--- src/hw/rtl/alsr_pkg.sv ---
// Shared types and constants of the SGR line restorer.
// Used by every module of the block; depends on nothing.
package alsr_pkg;

  localparam int unsigned MaxCodesDef   = 16;
  localparam int unsigned QueueDepthDef = 4;
  localparam int unsigned NumSlots      = 18;
  localparam int unsigned CntW          = 5;

  localparam logic [7:0] ChEsc  = 8'h1b;
  localparam logic [7:0] ChLb   = 8'h5b;
  localparam logic [7:0] ChSemi = 8'h3b;
  localparam logic [7:0] ChM    = 8'h6d;
  localparam logic [7:0] ChNl   = 8'h0a;
  localparam logic [7:0] Ch0    = 8'h30;
  localparam logic [7:0] Ch1    = 8'h31;
  localparam logic [7:0] Ch3    = 8'h33;
  localparam logic [7:0] Ch4    = 8'h34;
  localparam logic [7:0] Ch7    = 8'h37;
  localparam logic [7:0] Ch9    = 8'h39;

  localparam logic [7:0] CodeReset = 8'd0;
  localparam logic [7:0] CodeBold  = 8'd1;
  localparam logic [7:0] CodeFaint = 8'd2;
  localparam logic [7:0] CodeInv   = 8'd7;
  localparam logic [7:0] CodeNoInt = 8'd22;
  localparam logic [7:0] CodeNoInv = 8'd27;
  localparam logic [7:0] CodeFgLo  = 8'd30;
  localparam logic [7:0] CodeFgHi  = 8'd37;
  localparam logic [7:0] CodeNoFg  = 8'd39;
  localparam logic [7:0] CodeBgLo  = 8'd40;
  localparam logic [7:0] CodeBgHi  = 8'd47;
  localparam logic [7:0] CodeNoBg  = 8'd49;
  localparam logic [7:0] CodeFbLo  = 8'd90;
  localparam logic [7:0] CodeFbHi  = 8'd97;
  localparam logic [7:0] CodeBbLo  = 8'd100;
  localparam logic [7:0] CodeBbHi  = 8'd107;

  localparam logic [6:0] Dec30  = 7'd30;
  localparam logic [6:0] Dec40  = 7'd40;
  localparam logic [6:0] Dec90  = 7'd90;
  localparam logic [6:0] Dec100 = 7'd100;

  // output slot positions of one command
  localparam int unsigned SlotRelay   = 0;
  localparam int unsigned SlotRstEsc  = 1;
  localparam int unsigned SlotRstLb   = 2;
  localparam int unsigned SlotRst0    = 3;
  localparam int unsigned SlotRstM    = 4;
  localparam int unsigned SlotEsc     = 5;
  localparam int unsigned SlotLb      = 6;
  localparam int unsigned SlotInt     = 7;
  localparam int unsigned SlotInvSep  = 8;
  localparam int unsigned SlotInv     = 9;
  localparam int unsigned SlotFgSep   = 10;
  localparam int unsigned SlotFgTens  = 11;
  localparam int unsigned SlotFgOnes  = 12;
  localparam int unsigned SlotBgSep   = 13;
  localparam int unsigned SlotBgHund  = 14;
  localparam int unsigned SlotBgTens  = 15;
  localparam int unsigned SlotBgOnes  = 16;
  localparam int unsigned SlotFinal   = 17;

  typedef struct packed {
    logic [1:0] intensity;
    logic       inverse;
    logic [6:0] fore;
    logic [6:0] back;
  } attr_t;

  typedef struct packed {
    logic [7:0] data;
    logic       reset_req;
    logic       restore_req;
    attr_t      attr;
  } cmd_t;

endpackage

--- src/hw/rtl/alsr_front.sv ---
// Front end: accepts input words, parses ESC [ ... m and tracks attributes.
// Emits one command per word into the queue; depends on alsr_pkg.
module alsr_front import alsr_pkg::*; #(
  parameter int unsigned MaxCodes = MaxCodesDef
) (
  input  logic       clk_i,
  input  logic       rst_ni,
  input  logic       in_valid_i,
  input  logic [7:0] in_data_i,
  output logic       in_ready_o,
  input  logic       full_i,
  output logic       push_o,
  output cmd_t       cmd_o
);

  typedef enum logic [1:0] {
    ModeText,
    ModeEsc,
    ModeCsi
  } mode_e;

  mode_e            mode_q, mode_d;
  logic [7:0]       accum_q, accum_d;
  logic [CntW-1:0]  count_q, count_d;
  attr_t            attr_q, attr_d;
  logic             clear_q, clear_d;

  logic [7:0]  c;
  logic        is_digit, go_text, take, fin, restore;
  logic [11:0] mac;

  assign c          = in_data_i;
  assign is_digit   = (c >= Ch0) && (c <= Ch9);
  assign mac        = ({4'b0, accum_q} << 3) + ({4'b0, accum_q} << 1) + {8'b0, c[3:0]};
  assign in_ready_o = !full_i;
  assign push_o     = in_valid_i && !full_i;

  always_comb begin
    mode_d  = mode_q;
    accum_d = accum_q;
    count_d = count_q;
    attr_d  = attr_q;
    clear_d = clear_q;
    go_text = 1'b0;
    take    = 1'b0;
    fin     = 1'b0;
    restore = 1'b0;

    case (mode_q)
      ModeEsc: begin
        if (c == ChLb) begin
          mode_d  = ModeCsi;
          count_d = '0;
          accum_d = '0;
          clear_d = 1'b0;
        end else begin
          go_text = 1'b1;
        end
      end
      ModeCsi: begin
        if (is_digit) begin
          accum_d = (mac > 12'd255) ? 8'd255 : mac[7:0];
        end else if (c == ChSemi) begin
          take = 1'b1;
        end else if (c == ChM) begin
          take   = 1'b1;
          fin    = 1'b1;
          mode_d = ModeText;
        end else begin
          go_text = 1'b1;
        end
      end
      default: begin
        go_text = 1'b1;
      end
    endcase

    if (take && (count_q < CntW'(MaxCodes))) begin
      count_d = count_q + 1'b1;
      accum_d = '0;
      if (accum_q == CodeReset) begin
        attr_d = '0;
      end else if (accum_q == CodeBold || accum_q == CodeFaint) begin
        attr_d.intensity = accum_q[1:0];
      end else if (accum_q == CodeNoInt) begin
        attr_d.intensity = '0;
        clear_d          = 1'b1;
      end else if (accum_q == CodeInv) begin
        attr_d.inverse = 1'b1;
      end else if (accum_q == CodeNoInv) begin
        attr_d.inverse = 1'b0;
        clear_d        = 1'b1;
      end else if ((accum_q >= CodeFgLo && accum_q <= CodeFgHi) ||
                   (accum_q >= CodeFbLo && accum_q <= CodeFbHi)) begin
        attr_d.fore = accum_q[6:0];
      end else if (accum_q == CodeNoFg) begin
        attr_d.fore = '0;
        clear_d     = 1'b1;
      end else if ((accum_q >= CodeBgLo && accum_q <= CodeBgHi) ||
                   (accum_q >= CodeBbLo && accum_q <= CodeBbHi)) begin
        attr_d.back = accum_q[6:0];
      end else if (accum_q == CodeNoBg) begin
        attr_d.back = '0;
        clear_d     = 1'b1;
      end
    end

    if (go_text) begin
      mode_d  = (c == ChEsc) ? ModeEsc : ModeText;
      restore = (c == ChNl);
    end
  end

  always_comb begin
    cmd_o.data        = c;
    cmd_o.reset_req   = fin && clear_d;
    cmd_o.restore_req = restore || (fin && clear_d);
    cmd_o.attr        = attr_d;
  end

  always_ff @(posedge clk_i or negedge rst_ni) begin
    if (!rst_ni) begin
      mode_q  <= ModeText;
      accum_q <= '0;
      count_q <= '0;
      attr_q  <= '0;
      clear_q <= 1'b0;
    end else if (push_o) begin
      mode_q  <= mode_d;
      accum_q <= accum_d;
      count_q <= count_d;
      attr_q  <= attr_d;
      clear_q <= clear_d;
    end
  end

endmodule

--- src/hw/rtl/alsr_queue.sv ---
// Command queue between the front end and the output sequencer.
// Small register file with head read; depends on alsr_pkg.
module alsr_queue import alsr_pkg::*; #(
  parameter int unsigned Depth = QueueDepthDef
) (
  input  logic clk_i,
  input  logic rst_ni,
  input  logic push_i,
  input  cmd_t cmd_i,
  output logic full_o,
  input  logic pop_i,
  output logic empty_o,
  output cmd_t head_o
);

  localparam int unsigned PtrW = (Depth > 1) ? $clog2(Depth) : 1;
  localparam int unsigned CntW = $clog2(Depth + 1);

  cmd_t            mem_q [Depth];
  logic [PtrW-1:0] wr_q, rd_q;
  logic [CntW-1:0] cnt_q;

  assign full_o  = (cnt_q == CntW'(Depth));
  assign empty_o = (cnt_q == '0);
  assign head_o  = mem_q[rd_q];

  always_ff @(posedge clk_i) begin
    if (push_i) begin
      mem_q[wr_q] <= cmd_i;
    end
  end

  always_ff @(posedge clk_i or negedge rst_ni) begin
    if (!rst_ni) begin
      wr_q  <= '0;
      rd_q  <= '0;
      cnt_q <= '0;
    end else begin
      if (push_i) begin
        wr_q <= (wr_q == PtrW'(Depth - 1)) ? '0 : wr_q + 1'b1;
      end
      if (pop_i) begin
        rd_q <= (rd_q == PtrW'(Depth - 1)) ? '0 : rd_q + 1'b1;
      end
      if (push_i && !pop_i) begin
        cnt_q <= cnt_q + 1'b1;
      end else if (pop_i && !push_i) begin
        cnt_q <= cnt_q - 1'b1;
      end
    end
  end

endmodule

--- src/hw/rtl/alsr_back.sv ---
// Back end: expands each queued command into output words; uses alsr_pkg.
// Walks a fixed slot list into a registered output, one word a cycle unless stalled.
module alsr_back import alsr_pkg::*; (
  input  logic       clk_i,
  input  logic       rst_ni,
  input  logic       empty_i,
  input  cmd_t       head_i,
  output logic       pop_o,
  output logic       out_valid_o,
  input  logic       out_ready_i,
  output logic [7:0] out_data_o,
  output logic       out_last_o
);

  logic [NumSlots-1:0] done_q, en, rem, pick;
  logic [7:0]          bytes [NumSlots];
  logic [7:0]          sel;
  logic                valid_q, last_q, last, load, rs, any, fg_hi, bg_hi;
  logic [7:0]          data_q;
  logic [6:0]          fg_ones, bg_ones;
  attr_t               a;

  assign a     = head_i.attr;
  assign any   = (a.intensity != '0) || a.inverse || (a.fore != '0) || (a.back != '0);
  assign rs    = head_i.restore_req && any;
  assign fg_hi = (a.fore >= Dec90);
  assign bg_hi = (a.back >= Dec100);
  assign fg_ones = a.fore - (fg_hi ? Dec90 : Dec30);
  assign bg_ones = a.back - (bg_hi ? Dec100 : Dec40);

  always_comb begin
    en                = '0;
    en[SlotRelay]     = 1'b1;
    en[SlotRstEsc]    = head_i.reset_req;
    en[SlotRstLb]     = head_i.reset_req;
    en[SlotRst0]      = head_i.reset_req;
    en[SlotRstM]      = head_i.reset_req;
    en[SlotEsc]       = rs;
    en[SlotLb]        = rs;
    en[SlotInt]       = rs && (a.intensity != '0);
    en[SlotInvSep]    = rs && a.inverse && (a.intensity != '0);
    en[SlotInv]       = rs && a.inverse;
    en[SlotFgSep]     = rs && (a.fore != '0) && ((a.intensity != '0) || a.inverse);
    en[SlotFgTens]    = rs && (a.fore != '0);
    en[SlotFgOnes]    = rs && (a.fore != '0);
    en[SlotBgSep]     = rs && (a.back != '0) &&
                        ((a.intensity != '0) || a.inverse || (a.fore != '0));
    en[SlotBgHund]    = rs && bg_hi;
    en[SlotBgTens]    = rs && (a.back != '0);
    en[SlotBgOnes]    = rs && (a.back != '0);
    en[SlotFinal]     = rs;
  end

  always_comb begin
    bytes[SlotRelay]  = head_i.data;
    bytes[SlotRstEsc] = ChEsc;
    bytes[SlotRstLb]  = ChLb;
    bytes[SlotRst0]   = Ch0;
    bytes[SlotRstM]   = ChM;
    bytes[SlotEsc]    = ChEsc;
    bytes[SlotLb]     = ChLb;
    bytes[SlotInt]    = Ch0 | {6'b0, a.intensity};
    bytes[SlotInvSep] = ChSemi;
    bytes[SlotInv]    = Ch7;
    bytes[SlotFgSep]  = ChSemi;
    bytes[SlotFgTens] = fg_hi ? Ch9 : Ch3;
    bytes[SlotFgOnes] = Ch0 | {4'b0, fg_ones[3:0]};
    bytes[SlotBgSep]  = ChSemi;
    bytes[SlotBgHund] = Ch1;
    bytes[SlotBgTens] = bg_hi ? Ch0 : Ch4;
    bytes[SlotBgOnes] = Ch0 | {4'b0, bg_ones[3:0]};
    bytes[SlotFinal]  = ChM;
  end

  assign rem  = en & ~done_q;
  assign pick = rem & (~rem + 1'b1);
  assign last = (rem == pick);
  assign load = !empty_i && (!valid_q || out_ready_i);
  assign pop_o = load && last;

  always_comb begin
    sel = '0;
    for (int i = 0; i < NumSlots; i++) begin
      sel = sel | ({8{pick[i]}} & bytes[i]);
    end
  end

  always_ff @(posedge clk_i or negedge rst_ni) begin
    if (!rst_ni) begin
      valid_q <= 1'b0;
      done_q  <= '0;
    end else if (load) begin
      valid_q <= 1'b1;
      done_q  <= last ? '0 : (done_q | pick);
    end else if (out_ready_i) begin
      valid_q <= 1'b0;
    end
  end

  always_ff @(posedge clk_i) begin
    if (load) begin
      data_q <= sel;
      last_q <= last;
    end
  end

  assign out_valid_o = valid_q;
  assign out_data_o  = data_q;
  assign out_last_o  = last_q;

endmodule

--- src/hw/rtl/ansi_sgr_line_restorer.sv ---
// Channel  Dir  Signals                     Words
// s_axis   in   tvalid tready tdata[7:0]    in_byte
// m_axis   out  tvalid tready tdata[7:0]    out_byte, tlast = last_of_run
//
// One input word a cycle enters while the command queue has room.
// An input word expands to one or more words from the output sequencer; a text
// byte other than a newline gives one. Output passes the queue and output register.
// Reset clears parser state, attributes, queue and output valid.
// Output stalls fill the queue, then drop s_axis_tready.
// Top level of the SGR line restorer; instantiates alsr_front, alsr_queue, alsr_back.
module ansi_sgr_line_restorer import alsr_pkg::*; #(
  parameter int unsigned MaxCodes   = MaxCodesDef,
  parameter int unsigned QueueDepth = QueueDepthDef
) (
  input  logic       clk_i,
  input  logic       rst_ni,
  input  logic       s_axis_tvalid,
  output logic       s_axis_tready,
  input  logic [7:0] s_axis_tdata,   // [7:0] in_byte
  output logic       m_axis_tvalid,
  input  logic       m_axis_tready,
  output logic [7:0] m_axis_tdata,   // [7:0] out_byte
  output logic       m_axis_tlast
);

  cmd_t push_cmd, head;
  logic push, pop, full, empty;

  alsr_front #(
    .MaxCodes(MaxCodes)
  ) u_front (
    .clk_i      (clk_i),
    .rst_ni     (rst_ni),
    .in_valid_i (s_axis_tvalid),
    .in_data_i  (s_axis_tdata),
    .in_ready_o (s_axis_tready),
    .full_i     (full),
    .push_o     (push),
    .cmd_o      (push_cmd)
  );

  alsr_queue #(
    .Depth(QueueDepth)
  ) u_queue (
    .clk_i   (clk_i),
    .rst_ni  (rst_ni),
    .push_i  (push),
    .cmd_i   (push_cmd),
    .full_o  (full),
    .pop_i   (pop),
    .empty_o (empty),
    .head_o  (head)
  );

  alsr_back u_back (
    .clk_i       (clk_i),
    .rst_ni      (rst_ni),
    .empty_i     (empty),
    .head_i      (head),
    .pop_o       (pop),
    .out_valid_o (m_axis_tvalid),
    .out_ready_i (m_axis_tready),
    .out_data_o  (m_axis_tdata),
    .out_last_o  (m_axis_tlast)
  );

endmodule

--- config.mk ---
export PLATFORM = sky130hd
export DESIGN_NAME = ansi_sgr_line_restorer
export DESIGN_NICKNAME = d
export VERILOG_FILES = /design/src/hw/rtl/alsr_pkg.sv /design/src/hw/rtl/alsr_front.sv /design/src/hw/rtl/alsr_queue.sv /design/src/hw/rtl/alsr_back.sv /design/src/hw/rtl/ansi_sgr_line_restorer.sv
export SDC_FILE = /design/constraint.sdc
export NUM_CORES = 1
export LEC_CHECK = 0
export ABC_AREA = 1
export BUFFER_PORTS_ARGS = -buffer_cell sky130_fd_sc_hd__buf_2
export CAP_MARGIN = 10
export CELL_PAD_IN_SITES_DETAIL_PLACEMENT = 0
export CELL_PAD_IN_SITES_GLOBAL_PLACEMENT = 1
export CORE_UTILIZATION = 40
export DETAILED_ROUTE_END_ITERATION = 8
export PLACE_DENSITY = 0.76
export SYNTH_ARGS = -nofsm -noshare
export SYNTH_HDL_FRONTEND = slang
export SYNTH_SLANG_ARGS = --single-unit
export TNS_END_PERCENT = 30
--- constraint.sdc ---
create_clock -name clk_i -period 3.85 [get_ports clk_i]
set_input_delay 1.155 -clock clk_i [delete_from_list [all_inputs] [get_ports clk_i]]
set_output_delay 1.155 -clock clk_i [all_outputs]
set_load 0.1 [all_outputs]
# After elaboration in Yosys (flattened, before gate mapping)
# Memory sizes are Yosys's and may differ from the RTL's.
# Index checks and enable logic that the tools add are counted.
[classes]
add_sub_neg = 10
order_cmp = 14
n_eq_ne = 24
mux = 69
bitwise = 28
n_reduce_logical = 48
[ops]
columns = ["op", "count"]
rows = [
  ["8-bit by 6-bit OR with 8-bit output", 6],
  ["7-bit two-way mux", 6],
  ["8-bit OR", 5],
  ["18-bit bitwise AND", 2],
  ["18-bit inverter", 2],
  ["17-bit two-way mux", 2],
  ["8-bit two-way mux", 4],
  ["8-bit by 7-bit OR with 8-bit output", 4],
  ["1-bit two-way mux", 31],
  ["15-bit two-way mux", 2],
  ["14-bit two-way mux", 2],
  ["8-bit by 6-bit bitwise AND with 8-bit output", 3],
  ["8-bit bitwise AND", 3],
  ["8-bit by 5-bit equality test with 1-bit output (second input constant)", 3],
  ["8-bit by 6-bit equality test with 1-bit output (second input constant)", 3],
  ["8-bit by 6-bit <= comparator with 1-bit output (second input constant)", 3],
  ["1-bit logical AND", 21],
  ["18-bit by 1-bit adder with 18-bit output (second input constant)", 1],
  ["18-bit equality test", 1],
  ["18-bit two-way mux", 1],
  ["2-bit two-way mux", 9],
  ["18-bit OR", 1],
  ["8-bit by 7-bit equality test with 1-bit output (second input constant)", 2],
  ["8-bit by 6-bit greater-or-equal comparator with 1-bit output (second input constant)", 2],
  ["other kinds (40)", 74],
]
[word_totals]
register_bits = 68
ram_bits = 108
input_bits = 12
out_inout_bits = 11
wordCells = 209
memories = 1
[mem_list]
columns = ["memory", "depth", "width", "read_ports", "rd_clocked_by_memory_dff", "write_ports", "line_no", "text"]
rows = [
  ["u_queue.mem_q", 4, 27, 1, 0, 1, "alsr_queue.sv:19", "cmd_t mem_q [Depth];"],
]

# Depth between registers and ports, before layout
# An unclocked memory read counts as a cell.
[depth]
ltp_word = 30
mapped_depth = 27
ltp_nobuf = 24

# Modules after synthesis
# From an unflattened synthesis, not the netlist that was laid out.
[hier_totals]
cells_unflattened = 1131
area_unflattened_um2 = 9914.5
[modules_own_cells]
columns = ["mod", "n_inst", "cells_per_inst", "area_each_um2", "seq_area_each_um2"]
rows = [
  ["alsr_queue", 1, 365, 4732.0, 3418.3],
  ["alsr_front", 1, 441, 2921.6, 825.8],
  ["alsr_back", 1, 325, 2260.9, 745.7],
]

# Least setup slack after synthesis
# OpenSTA, ideal clock, no wires.
[synth_timing]
kind = "in2reg"
startpoint = "input s_axis_tdata[3]"
endpoint = "register u_front.accum_q[5]"
setup_ns = 0.085
t_arrival_ns = 3.443
t_required_ns = 3.765
path_slack_ns = 0.322
path_stages = 12
path_buffers = 0
cell_sequence = "fa_1 > inv_1 > fa_1 > inv_1 > nand3_1 > and2_1 > or2_2 > nand2_1 > a21oi_1 > o211ai_1 > a21oi_1 > o21ai_0"
[synth_via]
elab_chain_cells = 8
elab_cells_between_ends = 21
cone_classes = "add/sub (1); order compare (3); eq/ne (5); mux (8); reduce/logical (4)"
[synth_lines]
columns = ["element", "line_no", "text"]
rows = [
  ["start: declaration", "ansi_sgr_line_restorer.sv:19", "input logic [7:0] s_axis_tdata,"],
  ["parallel branches: the longest is 8 deep, another holds 12-bit by 4-bit adder with 12-bit output", "n/a", ""],
  ["end signal: assignment", "alsr_front.sv:130", "accum_q <= accum_d;"],
  ["end: declaration", "alsr_front.sv:23", "logic [7:0] accum_q, accum_d;"],
]
# Several ways; the timed one is not identified. The select of a mux whose other input is x is not followed.
# A chain may end at the register's enable or synchronous reset.

# Worst setup path after layout
[layout_timing]
startpoint = "register u_queue.rd_q[1]"
endpoint = "register u_queue.cnt_q[1]"
[layout_via]
elab_chain_cells = 17
elab_cells_between_ends = 28
cone_classes = "add/sub (1); order compare (1); eq/ne (1); mux (1); bitwise (3); reduce/logical (20); memory (1)"
[layout_lines]
columns = ["element", "line_no", "text"]
rows = [
  ["start: declaration", "alsr_queue.sv:20", "logic [PtrW-1:0] wr_q, rd_q;"],
  ["start signal: assignment", "alsr_queue.sv:43", "rd_q <= (rd_q == PtrW'(Depth - 1)) ? '0 : rd_q + 1'b1;"],
  ["memory read 4 x 27 bit *", "n/a", ""],
  ["parallel branches: the longest is 7 deep, another holds 7-bit greater-or-equal comparator", "n/a", ""],
  ["18-bit bitwise AND *", "alsr_back.sv:75", "assign rem = en & ~done_q;"],
  ["18-bit inverter", "alsr_back.sv:76", "assign pick = rem & (~rem + 1'b1);"],
  ["18-bit by 1-bit adder with 18-bit output", "alsr_back.sv:76", ""],
  ["18-bit bitwise AND", "alsr_back.sv:76", ""],
  ["18-bit equality test *", "alsr_back.sv:77", "assign last = (rem == pick);"],
  ["1-bit logical AND *", "alsr_back.sv:79", "assign pop_o = load && last;"],
  ["1-bit logical NOT", "alsr_queue.sv:45", "if (push_i && !pop_i) begin"],
  ["1-bit logical AND", "alsr_queue.sv:45", ""],
  ["3-bit two-way mux / 2-bit nonzero test (equally long branches)", "n/a", ""],
  ["end signal: assignment", "alsr_queue.sv:46", "cnt_q <= cnt_q + 1'b1;"],
  ["end signal: assignment", "alsr_queue.sv:48", "cnt_q <= cnt_q - 1'b1;"],
  ["end: declaration", "alsr_queue.sv:21", "logic [CntW-1:0] cnt_q;"],
]
# Mark *: on every way between the ends.

==> impl_metrics.ini <==
[synthesis]
yosysWarnings = 0
synthMuxAreaShare = 0
synthAdderAreaFrac = 0.0435
synth-seq-cells = 176
synth-simple-area-share = 0.230
ys_seq_area_frac = 0.552
synth_edf_count = 117
synth_top_family_by_area = simple AND/OR/NAND/NOR gates
synth_compound_area_frac = 0.0936
yosysUniqueCellTypes = 49
synthXorXnorAreaFrac = 0.00581
synth-main-ff-cell = edfxtp_1
synthArstFlopShare = 0.335
syn_inst = 993
syn_nets = 1034
avgSynthCellArea_um2 = 9.10
syn_area_um2 = 9040

[routing]
firstDrtPassIters = 7
ant_nets = 0
vias = 6711
drtIter0Drc = 486
wire_per_inst_um = 15.8
wl_met1_um = 10100
via_per_inst = 5.05
top_layer = met4
drc = 3
met2WireLength_um = 9940
wl_um = 20900
wl_met3_um = 649

[cts]
clock-sinks = 176
cts_buffers = 17
clk_path_buf_depth = 2
cts_hold_buf = 0
cts_tree = yes
root_buffer = clkbuf_16
clk_pin_slew_ns = 0.07
htreeDepth = 4
clock_latency_ns = 0.43

[hold_path]
hold_path.class = reg2reg
hp-start = u_front.attr_q[6]
hold_end = u_front.attr_q[6]
whs_path_depth = 2

[power]
p_int_w = 0.00489
combinationalPowerShare = 0.488
ir_drop_v = 0.000509
power.switching_w = 0.00403
power_leakage_nw = 4.39
fin_total_pwr_w = 0.00892
clkPwrFrac = 0.203
power_density_nw_per_um2 = 874
p_sw_frac = 0.452
seqPwrFrac = 0.309

[critical_path]
timing.rr.start = u_queue.rd_q[1]
critical-path-slowest-cell = fa_1
critPathKind = reg2reg
cpMostUsedCell = nand2_1
path_delay_family = simple AND/OR/NAND/NOR gates
crit_path_cell_trace = buf_6, nand3_1, nand2_1, nand2_1, nor2_1, nand2_1, nand2_1, nand2_4, nand2_1, nand3_4, nor2_2, nand2_1, nand2_1, nand2_1, nor2_2, nand4_2, ha_1, inv_1, fa_1, nor2_1, a21oi_1
r2r-end = u_queue.cnt_q[1]
rr_worst_depth = 21
crit_fanout = 29
critical_path.endpoint_type = register
crit_buf_inv = 2
r2r_slack_ns = 0.35
max_stage_delay_ns = 0.41
worstSetupStartpointType = register
crit_arrival_ns = 3.82
required_ns = 4.17

[final_layout]
final_cells = 1328
stdcell_area_um2 = 10200
fillers = 2121
area.growth.synth_to_final_pct = 12.8
drive_gt1_frac = 0.126
nNetsFinal = 1076
diodes = 0

[die]
initial_core_util = 0.412
die_w_um = 152
die-area_um2 = 23200
core-area_um2 = 22000
rows = 54
pin_count = 23
die_height_um = 152

[global_route]
grt_max_degree = 56
antenna_found_initial = 0
grt_pass1_wl_um = 34500
track_usage = 0.191
overflow = 0
first_global_vias = 6625

[timing]
fin_crit_ns = 3.50
setup_ws_ns = 0.351
fmax_ghz = 0.286
setup_violations = 0
finClkSkew_ns = 0.0157
rsz0062_at_grt = no
period_share = 0.909
slew-limit-headroom = 0.458
slew_viol_final = 0
report.final.hold_viol_count = 0
worstMarginPinSlew_ns = 0.813

[placement]
placed_area_um2 = 9560
gp_congestion = 0.865
hpwlAfterDp_um = 14500
io_buffers = 22
dp_cells = 1296
place_ws_ns = -0.0388

[run_status]
violations = design-rule violations
outcome = complete, but fails checks

[job]
cap_viol_max_count = 0
==> metal layers <==
| layer | global-route usage | vias up |
|---|---|---|
| met5 | 0 | - |
| met4 | 0.0559 | 0 |
| met3 | 0.0276 | 20 |
| met2 | 0.319 | 107 |
| met1 | 0.258 | 3168 |
| li1 | - | 3416 |
==> final cells by class <==
class                           instances  area (um^2)  share of cell area
Clock buffer                           20          447              0.0438
Tap cell                              280          350              0.0344
Sequential cell                       176         4990               0.489
Timing Repair Buffer                   48          338              0.0331
Inverter                              135          509              0.0499
Multi-Input combinational cell        657         3390               0.332
Clock inverter                         12          175              0.0172
==> state kept, by name, indices dropped and copies added, names as in the netlist <==
register,count
u_front.attr_q,17
u_front.clear_q,1
u_queue.rd_q,2
u_queue.cnt_q,3
u_front.count_q,5
u_queue.mem_q,108
u_back.out_data_o,8
u_front.mode_q,2
u_back.out_last_o,1
u_back.out_valid_o,1
u_queue.wr_q,2
u_back.done_q,18
u_front.accum_q,8
==> cell families (layout without fill, tap and decap cells) <==
family / Yosys count / in the layout
AO/OA/AOI/OAI: 145 / 145
XOR/XNOR: 6 / 6
flip-flops: 176 / 176
adder cells (fa/ha/maj): 29 / 29
buffers and inverters: 160 / 215
AND/OR/NAND/NOR: 477 / 477
==> synthesized netlist by cell type (5+ instances only) <==
| master | number | share of area |
|---|---|---|
| a21oi_1 | 21 | 0.012 |
| buf_4 | 7 | 0.0058 |
| buf_6 | 6 | 0.0075 |
| clkbuf_1 | 8 | 0.0033 |
| dfrtp_1 | 59 | 0.16 |
| edfxtp_1 | 117 | 0.39 |
| ha_1 | 25 | 0.035 |
| inv_1 | 112 | 0.047 |
| inv_2 | 21 | 0.0087 |
| nand2_1 | 226 | 0.094 |
| nand2_2 | 6 | 0.0042 |
| nand3_1 | 68 | 0.038 |
| nand4_1 | 14 | 0.0097 |
| nor2_1 | 114 | 0.047 |
| nor2_2 | 6 | 0.0042 |
| nor3_1 | 21 | 0.012 |
| o21ai_0 | 68 | 0.038 |
| o21bai_1 | 6 | 0.0050 |
| o22ai_1 | 27 | 0.019 |
| or2_2 | 5 | 0.0035 |
| xor2_1 | 5 | 0.0048 |
==> repair_timing <==
action,4_1_cts,5_1_grt
setup buffers,0,0
endpoints found under the setup margin,0,2
resized for setup,0,6
==> worst max-delay path by stage <==
stage	from	end	slack, ns	cells past startpoint
after floorplan	s_axis_tdata[3]	u_front.accum_q[5]	0.32	12
after global placement	s_axis_tdata[3]	u_front.accum_q[5]	-0.03	13
after detailed placement	s_axis_tdata[3]	u_front.accum_q[5]	-0.04	13
after CTS	u_queue.rd_q[1]	u_queue.cnt_q[2]	0.17	21
after global routing	u_queue.rd_q[1]	u_queue.cnt_q[2]	0.005	24
final	u_queue.rd_q[1]	u_queue.cnt_q[1]	0.35	21
==> power by group through the flow <==
stage	combinational [W]	sequential [W]	clock [W]
2_1_floorplan	0.00299	0.00310	0
3_3_place_gp	0.00434	0.00278	0
3_5_place_dp	0.00435	0.00279	0
4_1_cts	0.00437	0.00275	0.00185
5_1_grt	0.00492	0.00280	0.00191
6_report	0.00435	0.00275	0.00181
==> cells in the final DEF, fill, tap and decap left out, drive strengths merged, types with 20 or more instances in the layout <==
cell,count
nor2,123
nor3,21
buf,48
dfrtp,59
ha,25
o22ai,27
nand2,232
inv,137
edfxtp,117
clkbuf,20
o21ai,71
nand3,72
a21oi,22
==> worst register-to-register path: stages, from the launching register on <==
cell	delay, ns
dfrtp_1	0.40
buf_6	0.28
nand3_1	0.13
nand2_1	0.16
nand2_1	0.07
nor2_1	0.15
nand2_1	0.09
nand2_1	0.16
nand2_4	0.15
nand2_1	0.15
nand3_4	0.12
nor2_2	0.17
nand2_1	0.10
nand2_1	0.08
nand2_1	0.09
nor2_2	0.14
nand4_2	0.13
ha_1	0.20
inv_1	0.10
fa_1	0.41
nor2_1	0.09
a21oi_1	0.04
==> per-stage QoR <==
step                      setup TNS [ns]  hold slack [ns]   util
after floorplan                        0            0.444      -
after global placement            -0.193            0.458  0.435
after detailed placement          -0.141            0.460  0.435
after CTS                              0            0.479  0.464
after global routing                   0            0.513  0.464
final                                  0            0.483  0.464
(Power assumes the default switching activity.)
